===== src/rtl/lruc_pkg.sv =====
`timescale 1ns / 1ps

package lruc_pkg;

   localparam int KEY_W           = 64;
   localparam int COST_W          = 32;
   localparam int CAP_W           = 6;
   localparam int ADDR_W          = 3;
   localparam int DATA_W          = 32;
   localparam int MAX_ENTRIES_DEF = 32;

   localparam logic [CAP_W-1:0]  CAP_RESET = CAP_W'(32);
   localparam logic [COST_W-1:0] HIT_COST  = COST_W'(1);
   localparam logic [COST_W-1:0] MISS_COST = COST_W'(5);
   localparam logic [COST_W-1:0] COST_MAX  = {COST_W{1'b1}};

   // register index, taken from paddr[2]
   localparam logic REG_CAPACITY = 1'b0;

   typedef enum logic [1:0] {
      ST_IDLE,
      ST_LOOKUP,
      ST_UPDATE
   } state_type;

   // per-cell control from the top level
   typedef struct packed {
      logic compare;   // register the tag match
      logic update;    // apply shift / drop this cycle
      logic shift;     // take key and valid from the neighbor above
      logic drop;      // clear valid (entry beyond capacity on a miss)
   } cell_ctl_type;

endpackage


===== src/rtl/lru_cache_hit_cost_top.sv =====
`timescale 1ns / 1ps

// channel    | handshake                           | payload
// -----------+-------------------------------------+------------------------------
// request    | start / busy, taken: start & !busy  | req_city_key[63:0]
// response   | rsp_valid strobe, one cycle         | rsp_hit, rsp_total_cost[31:0]
// config     | APB: psel penable pwrite, pready=1  | paddr[2:0], pwdata, prdata
//
// Each word passes through the taking cycle, the parallel tag compare in
// every cell, and the recency shift along the cell chain; busy is high
// during the compare and the shift. The response strobe shows in the cycle
// after the update and a new word may be taken in that same cycle. Reset
// clears the cache (all cells invalid), the cost sum and the capacity
// register (back to 32). The receiver cannot stall.

module lru_cache_hit_cost_top
   import lruc_pkg::*;
#(
   parameter int MAX_ENTRIES = MAX_ENTRIES_DEF
) (
   input  logic              clock,
   input  logic              reset,
   // request
   input  logic              start,
   output logic              busy,
   input  logic [KEY_W-1:0]  req_city_key,
   // response
   output logic              rsp_valid,
   output logic              rsp_hit,
   output logic [COST_W-1:0] rsp_total_cost,
   // configuration
   input  logic              psel,
   input  logic              penable,
   input  logic              pwrite,
   input  logic [ADDR_W-1:0] paddr,
   input  logic [DATA_W-1:0] pwdata,
   output logic [DATA_W-1:0] prdata,
   output logic              pready
);

   localparam int IDX_W = (MAX_ENTRIES > 1) ? $clog2(MAX_ENTRIES) : 1;

   // Cells are kept in recency order: cell 0 is most recent. Valid cells
   // always form a prefix of the chain.

   state_type         state_ff, state_in;
   logic [KEY_W-1:0]  key_ff, key_in;
   logic [CAP_W-1:0]  capacity_ff, capacity_in;
   logic [COST_W-1:0] cost_ff, cost_in;
   logic              rsp_valid_ff, rsp_valid_in;
   logic              rsp_hit_ff, rsp_hit_in;
   logic [COST_W-1:0] rsp_cost_ff, rsp_cost_in;

   logic [KEY_W-1:0]       cell_key   [MAX_ENTRIES];
   logic [MAX_ENTRIES-1:0] cell_valid;
   logic [MAX_ENTRIES-1:0] cell_match;
   cell_ctl_type           cell_ctl   [MAX_ENTRIES];

   logic              cache_on;
   logic              hit;
   logic [IDX_W-1:0]  hit_pos;
   logic              do_compare;
   logic              do_update;
   logic [COST_W:0]   cost_sum;
   logic              csr_write;

   function automatic logic [IDX_W-1:0] encode_pos(input logic [MAX_ENTRIES-1:0] onehot);
      logic [IDX_W-1:0] pos;
      pos = '0;
      for (int i = 0; i < MAX_ENTRIES; i++) begin
         if (onehot[i]) begin
            pos = pos | IDX_W'(i);
         end
      end
      return pos;
   endfunction

   // ---------------- configuration ----------------
   assign pready    = 1'b1;
   assign csr_write = psel && penable && pwrite && pready;

   always_comb begin
      capacity_in = capacity_ff;
      if (csr_write && (paddr[2] == REG_CAPACITY)) begin
         capacity_in = pwdata[CAP_W-1:0];
      end
   end

   assign prdata = (paddr[2] == REG_CAPACITY) ? DATA_W'(capacity_ff) : '0;

   // ---------------- lookup / update ----------------
   // capacity zero: every word counts as a miss, no insert, cell keys and valids untouched
   assign cache_on = (capacity_ff != '0);
   assign hit      = cache_on && (|cell_match);
   assign hit_pos  = encode_pos(cell_match);

   assign cost_sum = {1'b0, cost_ff} + {1'b0, (hit ? HIT_COST : MISS_COST)};

   always_comb begin
      state_in     = state_ff;
      key_in       = key_ff;
      cost_in      = cost_ff;
      rsp_valid_in = 1'b0;
      rsp_hit_in   = rsp_hit_ff;
      rsp_cost_in  = rsp_cost_ff;
      do_compare   = 1'b0;
      do_update    = 1'b0;
      unique case (state_ff)
         ST_IDLE: begin
            if (start) begin
               key_in   = req_city_key;
               state_in = ST_LOOKUP;
            end
         end
         ST_LOOKUP: begin
            do_compare = 1'b1;
            state_in   = ST_UPDATE;
         end
         ST_UPDATE: begin
            do_update    = cache_on;
            cost_in      = cost_sum[COST_W] ? COST_MAX : cost_sum[COST_W-1:0];
            rsp_valid_in = 1'b1;
            rsp_hit_in   = hit;
            rsp_cost_in  = cost_in;
            state_in     = ST_IDLE;
         end
         default: begin
            state_in = ST_IDLE;
         end
      endcase
   end

   assign busy = (state_ff != ST_IDLE);

   // ---------------- cell chain ----------------
   // hit: cells up to the hit position shift down, the key lands in cell 0.
   // miss: everything shifts down, cells at or beyond capacity are dropped.
   for (genvar i = 0; i < MAX_ENTRIES; i++) begin : g_cell
      logic [KEY_W-1:0] prev_key;
      logic             prev_valid;

      if (i == 0) begin : g_head
         assign prev_key   = key_ff;
         assign prev_valid = 1'b1;
      end else begin : g_link
         assign prev_key   = cell_key[i-1];
         assign prev_valid = cell_valid[i-1];
      end

      always_comb begin
         cell_ctl[i].compare = do_compare;
         cell_ctl[i].update  = do_update;
         cell_ctl[i].shift   = hit ? (32'(i) <= 32'(hit_pos)) : 1'b1;
         cell_ctl[i].drop    = !hit && (32'(i) >= 32'(capacity_ff));
      end

      lruc_cell u_cell (
         .clock      (clock),
         .reset      (reset),
         .ctl        (cell_ctl[i]),
         .lookup_key (key_ff),
         .prev_key   (prev_key),
         .prev_valid (prev_valid),
         .key_q      (cell_key[i]),
         .valid_q    (cell_valid[i]),
         .match_q    (cell_match[i])
      );
   end

   // ---------------- registers ----------------
   always_ff @(posedge clock) begin
      if (reset) begin
         state_ff     <= ST_IDLE;
         capacity_ff  <= CAP_RESET;
         cost_ff      <= '0;
         rsp_valid_ff <= 1'b0;
      end else begin
         state_ff     <= state_in;
         capacity_ff  <= capacity_in;
         cost_ff      <= cost_in;
         rsp_valid_ff <= rsp_valid_in;
      end
   end

   always_ff @(posedge clock) begin
      key_ff      <= key_in;
      rsp_hit_ff  <= rsp_hit_in;
      rsp_cost_ff <= rsp_cost_in;
   end

   assign rsp_valid      = rsp_valid_ff;
   assign rsp_hit        = rsp_hit_ff;
   assign rsp_total_cost = rsp_cost_ff;

endmodule


===== src/rtl/lruc_cell.sv =====
`timescale 1ns / 1ps

module lruc_cell
   import lruc_pkg::*;
(
   input  logic             clock,
   input  logic             reset,
   input  cell_ctl_type     ctl,
   input  logic [KEY_W-1:0] lookup_key,
   input  logic [KEY_W-1:0] prev_key,
   input  logic             prev_valid,
   output logic [KEY_W-1:0] key_q,
   output logic             valid_q,
   output logic             match_q
);

   logic [KEY_W-1:0] key_ff;
   logic [KEY_W-1:0] key_in;
   logic             valid_ff;
   logic             valid_in;
   logic             match_ff;
   logic             match_in;

   always_comb begin
      key_in   = key_ff;
      valid_in = valid_ff;
      match_in = match_ff;
      if (ctl.compare) begin
         match_in = valid_ff && (key_ff == lookup_key);
      end
      if (ctl.update) begin
         if (ctl.shift) begin
            key_in   = prev_key;
            valid_in = prev_valid;
         end
         if (ctl.drop) begin
            valid_in = 1'b0;
         end
      end
   end

   always_ff @(posedge clock) begin
      if (reset) begin
         valid_ff <= 1'b0;
         match_ff <= 1'b0;
      end else begin
         valid_ff <= valid_in;
         match_ff <= match_in;
      end
   end

   // key storage needs no reset: reads are gated by valid
   always_ff @(posedge clock) begin
      key_ff <= key_in;
   end

   assign key_q   = key_ff;
   assign valid_q = valid_ff;
   assign match_q = match_ff;

endmodule


===== config.mk =====
export PLATFORM = sky130hd
export DESIGN_NAME = lru_cache_hit_cost_top
export DESIGN_NICKNAME = d
export VERILOG_FILES = /design/src/rtl/lruc_pkg.sv /design/src/rtl/lru_cache_hit_cost_top.sv /design/src/rtl/lruc_cell.sv
export SDC_FILE = /design/constraint.sdc
export NUM_CORES = 2
export LEC_CHECK = 0
export BUFFER_PORTS_ARGS = -buffer_cell sky130_fd_sc_hd__buf_2
export CAP_MARGIN = 20
export CORE_UTILIZATION = 35
export DETAILED_ROUTE_END_ITERATION = 8
export GPL_TIMING_DRIVEN = 0
export SETUP_SLACK_MARGIN = 0.05
export SKIP_CTS_REPAIR_TIMING = 1
export SYNTH_ARGS = -nofsm -noshare
export SYNTH_HDL_FRONTEND = slang
export SYNTH_SLANG_ARGS = --single-unit

===== constraint.sdc =====
create_clock -name clock -period 8.45 [get_ports clock]
set_input_delay 0.845 -clock clock [delete_from_list [all_inputs] [get_ports clock]]
set_output_delay 0.845 -clock clock [all_outputs]
set_load 0.02 [all_outputs]

==> results.txt <==
CP arrival -> 6.12 ns
Data required, critical path -> 9.16 ns
Placed Area -> 103,900 µm²
Final-layout fill cell count -> 23,670
Vias per cell -> 5.912
Post-synthesis adder-cell area fraction -> 0.02676%
Placeable Area -> 265,300 µm²
Proportion of layout cells with a drive suffix above 1 -> 14.94%
Maximum clock rate -> 0.1846 GHz
HP Class -> input pin to flip-flop
Worst slew pin tran -> 1.419 ns
RSZ-0062 raised after global routing -> no
Commonest non-fill, non-tap cells in the layout -> edfxtp_1 (2,145), xor2_1 (1,547), xnor2_1 (501)
Critical Path Sink -> cost_ff[22]$_SDFFE_PP0P_
Wire per inst -> 46.31 µm
Worst skew pair latency -> 0.96 ns
Endpoints failing hold -> 0
Crit-path max FO -> 10
Setup-failing EPs final -> 0
Outcome -> complete, but fails checks
Die X -> 518.9 µm
Gr usage total -> 34.78%
Post-synth top flop -> edfxtp_1
Post-synth EDFFs -> 2,145
1st-iter DRT viols -> 11,180
H-tree depth -> 4
Max-cap violations -> 0
Min cycle time layout -> 5.416 ns
Layout Cells excl Fill -> 10,300
Xor/xnor share of the synthesized area -> 19.18%
Reg2Reg Setup Slack -> 3.03 ns
Synth Area in Compound Gates -> 1.672%
Pwr Density -> 235.0 nW/µm²
Pin count of the biggest net entering global routing -> 66
Final net count -> 6,642
Setup Skew -> 0.08563 ns
Final Slew Violations -> 0
Peak supply drop -> 0.0002176 V
Post-route ant nets -> 0
Via count -> 60,910
IO Pins -> 173
Synth warn -> 0
Initial cell density of the core -> 35.25%
Syn-to-layout area delta -> 19.84%
Reg2reg start -> g_cell[31].u_cell.match_q$_SDFFE_PP0N_
Power, Total -> 26,340 µW
Worst slew margin relative to its limit -> 5.391%
Ys async rst share -> 0%
Post-route DRC -> 16
Die H -> 518.9 µm
Setup crit start kind -> flip-flop
WS Path Type -> flip-flop to flip-flop
Routed wire length -> 477,100 µm
Synth Area in Simple Gates -> 6.241%
Post-DP HPWL -> 372,200 µm
Unique masters post-synth -> 74
Largest family of logic cells by synthesized area -> XOR/XNOR gates
Die area -> 269,300 µm²
Mux contribution to synthesized area -> 0.1753%
Clock buffer depth -> 3
Initial antenna violation count -> 30
Syn Inst Count -> 5,913
First-pass GRT wire length -> 598,100 µm
Clock-pin slew of the registers on the worst-case setup and hold paths -> 0.06 ns
Vias in the first global route -> 55,960
Setup slack at placement -> 3.182 ns
Rows -> 189
Overflow after GRT -> 0
CP Launch Point -> g_cell[31].u_cell.match_q$_SDFFE_PP0N_
Pre-Repair DR Iteration Count -> 9
Seq/Total Area, Yosys -> 71.12%
Final Cell Area -> 112,100 µm²
Synth Register Bits -> 2,250
Final setup margin -> 3.034 ns
Clk sinks -> 2,250
Mapped Area -> 93,520 µm²
Final Wtd Congestion -> 1.001
Tcrit/Tclk final -> 64.09%
Port Buffers -> 117
Clock root cell -> clkbuf_16
Syn Area/Cell -> 15.82 µm²
Leak -> 0.03768 µW
Failing checks -> design-rule violations
CTS Buf Count -> 240
R2R cell count -> 10
Reg-to-Reg End -> cost_ff[22]$_SDFFE_PP0P_
Dpl cells -> 9,821
Worst setup EP type -> flip-flop
CTS tree -> done
Most common cell after layout, fill and taps aside -> edfxtp_1
[sequential cells by signal, indices dropped and copies added, names as in the netlist]
signal / flops
rsp_valid: 1
g_cell.prev_key: 64
cost_ff: 32
state_ff: 2
capacity_ff: 6
rsp_hit: 1
rsp_total_cost: 32
g_cell.u_cell.key_q: 2048
g_cell.u_cell.match_q: 32
g_cell.u_cell.valid_q: 32
[layout make-up]
| class | instances | area, µm² | share of cell area (%) |
|---|---|---|---|
| Sequential cell | 2250 | 66510 | 59.35 |
| Multi-Input combinational cell | 3326 | 25940 | 23.15 |
| Clock buffer | 298 | 6284 | 5.606 |
| Timing Repair Buffer | 355 | 5321 | 4.748 |
| Tap cell | 3533 | 4420 | 3.944 |
| Clock inverter | 156 | 1813 | 1.618 |
| Buffer | 324 | 1578 | 1.408 |
| Inverter | 38 | 147.6 | 0.1317 |
| Antenna cell | 23 | 57.56 | 0.05135 |
[layer usage]
layer / vias to the layer above / global-route usage, % / part of all wire (%)
met5: - / 0.5156 / 0.057
met1: 31450 / 41.54 / 35
met3: 1269 / 12.46 / 13
met2: 5129 / 50.61 / 42
li1: 23040 / - / -
met4: 26 / 27.77 / 9.5
[cells by family after synthesis]
kind of cell / after synthesis
AOI/OAI and AO/OA: 230
xor gates and xnor gates: 2048
adders and majority gates: 2
buffers and inverters: 362
DFF: 2250
muxes: 16
other: 2
and+or+nand+nor: 1003
[critical path, cell delays in order, from the launching register on]
cell and delay, ns:
dfxtp_1 0.37, nor4_2 0.65, nand4_2 0.60, o21ai_4 0.51, buf_2 0.43, ha_1 0.37
a21oi_1 0.37, nor3_2 0.20, a31oi_1 0.86, clkbuf_1 0.63, a311oi_1 0.19
[synthesized netlist by cell type (4+ instances only)]
| cell | number | area share [%] |
|---|---|---|
| o2111ai_1 | 7 | 0.066 |
| o21a_1 | 6 | 0.048 |
| nand3_1 | 85 | 0.45 |
| nand2b_1 | 7 | 0.047 |
| a2111oi_0 | 4 | 0.037 |
| nor3_1 | 15 | 0.080 |
| a211oi_1 | 5 | 0.040 |
| o21ai_0 | 46 | 0.25 |
| dfxtp_1 | 105 | 2.2 |
| and2_1 | 5 | 0.033 |
| edfxtp_1 | 2145 | 69 |
| nor2b_1 | 14 | 0.094 |
| mux2i_1 | 13 | 0.14 |
| buf_2 | 5 | 0.027 |
| nor4_1 | 469 | 3.1 |
| and3_1 | 8 | 0.054 |
| nand2_1 | 113 | 0.45 |
| xnor2_1 | 501 | 4.7 |
| nor3b_1 | 5 | 0.040 |
| buf_4 | 28 | 0.22 |
| a311oi_1 | 11 | 0.10 |
| a221oi_1 | 5 | 0.047 |
| a31oi_1 | 14 | 0.094 |
| buf_1 | 170 | 0.68 |
| a21o_1 | 36 | 0.29 |
| nor2_1 | 60 | 0.24 |
| nor4_2 | 8 | 0.11 |
| o211ai_1 | 6 | 0.048 |
| nand4_1 | 191 | 1.3 |
| inv_1 | 37 | 0.15 |
| clkbuf_1 | 120 | 0.48 |
| o22ai_1 | 9 | 0.060 |
| a21oi_1 | 42 | 0.22 |
| xor2_1 | 1547 | 14 |
| and4_1 | 4 | 0.037 |
[stage by stage]
step / util (%) / hold slack, ns / setup TNS, ns
after floorplan: - / 0.4177 / 0
after global placement: 37.17 / 0.4350 / -2584.01
after CTS: 42.21 / 0.03699 / 0
after detailed placement: 39.15 / 0.4337 / 0
final: 42.24 / 0.05801 / 0
after global routing: 42.22 / 0.06290 / 0
[worst min path at each step]
stage / depth (start not counted) / slack [ns] / end / start
detailed placement: 0 / 0.43 / g_cell[0].u_cell.key_q[32]$_DFFE_PP_ / g_cell[0].prev_key[32]$_DFFE_PP_
finish: 1 / 0.06 / g_cell[0].prev_key[43]$_DFFE_PP_ / req_city_key[43]
global route: 1 / 0.06 / g_cell[0].prev_key[16]$_DFFE_PP_ / req_city_key[16]
CTS: 1 / 0.04 / g_cell[0].prev_key[27]$_DFFE_PP_ / req_city_key[27]
global placement: 0 / 0.44 / g_cell[0].u_cell.key_q[18]$_DFFE_PP_ / g_cell[0].prev_key[18]$_DFFE_PP_
floorplan: 1 / 0.42 / g_cell[0].u_cell.match_q$_SDFFE_PP0N_ / g_cell[0].u_cell.match_q$_SDFFE_PP0N_
[report_power, final]
group	internal, µW	switching, µW
logic	689	1840
registers	12400	263
clock network	6240	4870
total	19400	6970
Power figures use the tool's default switching activity.
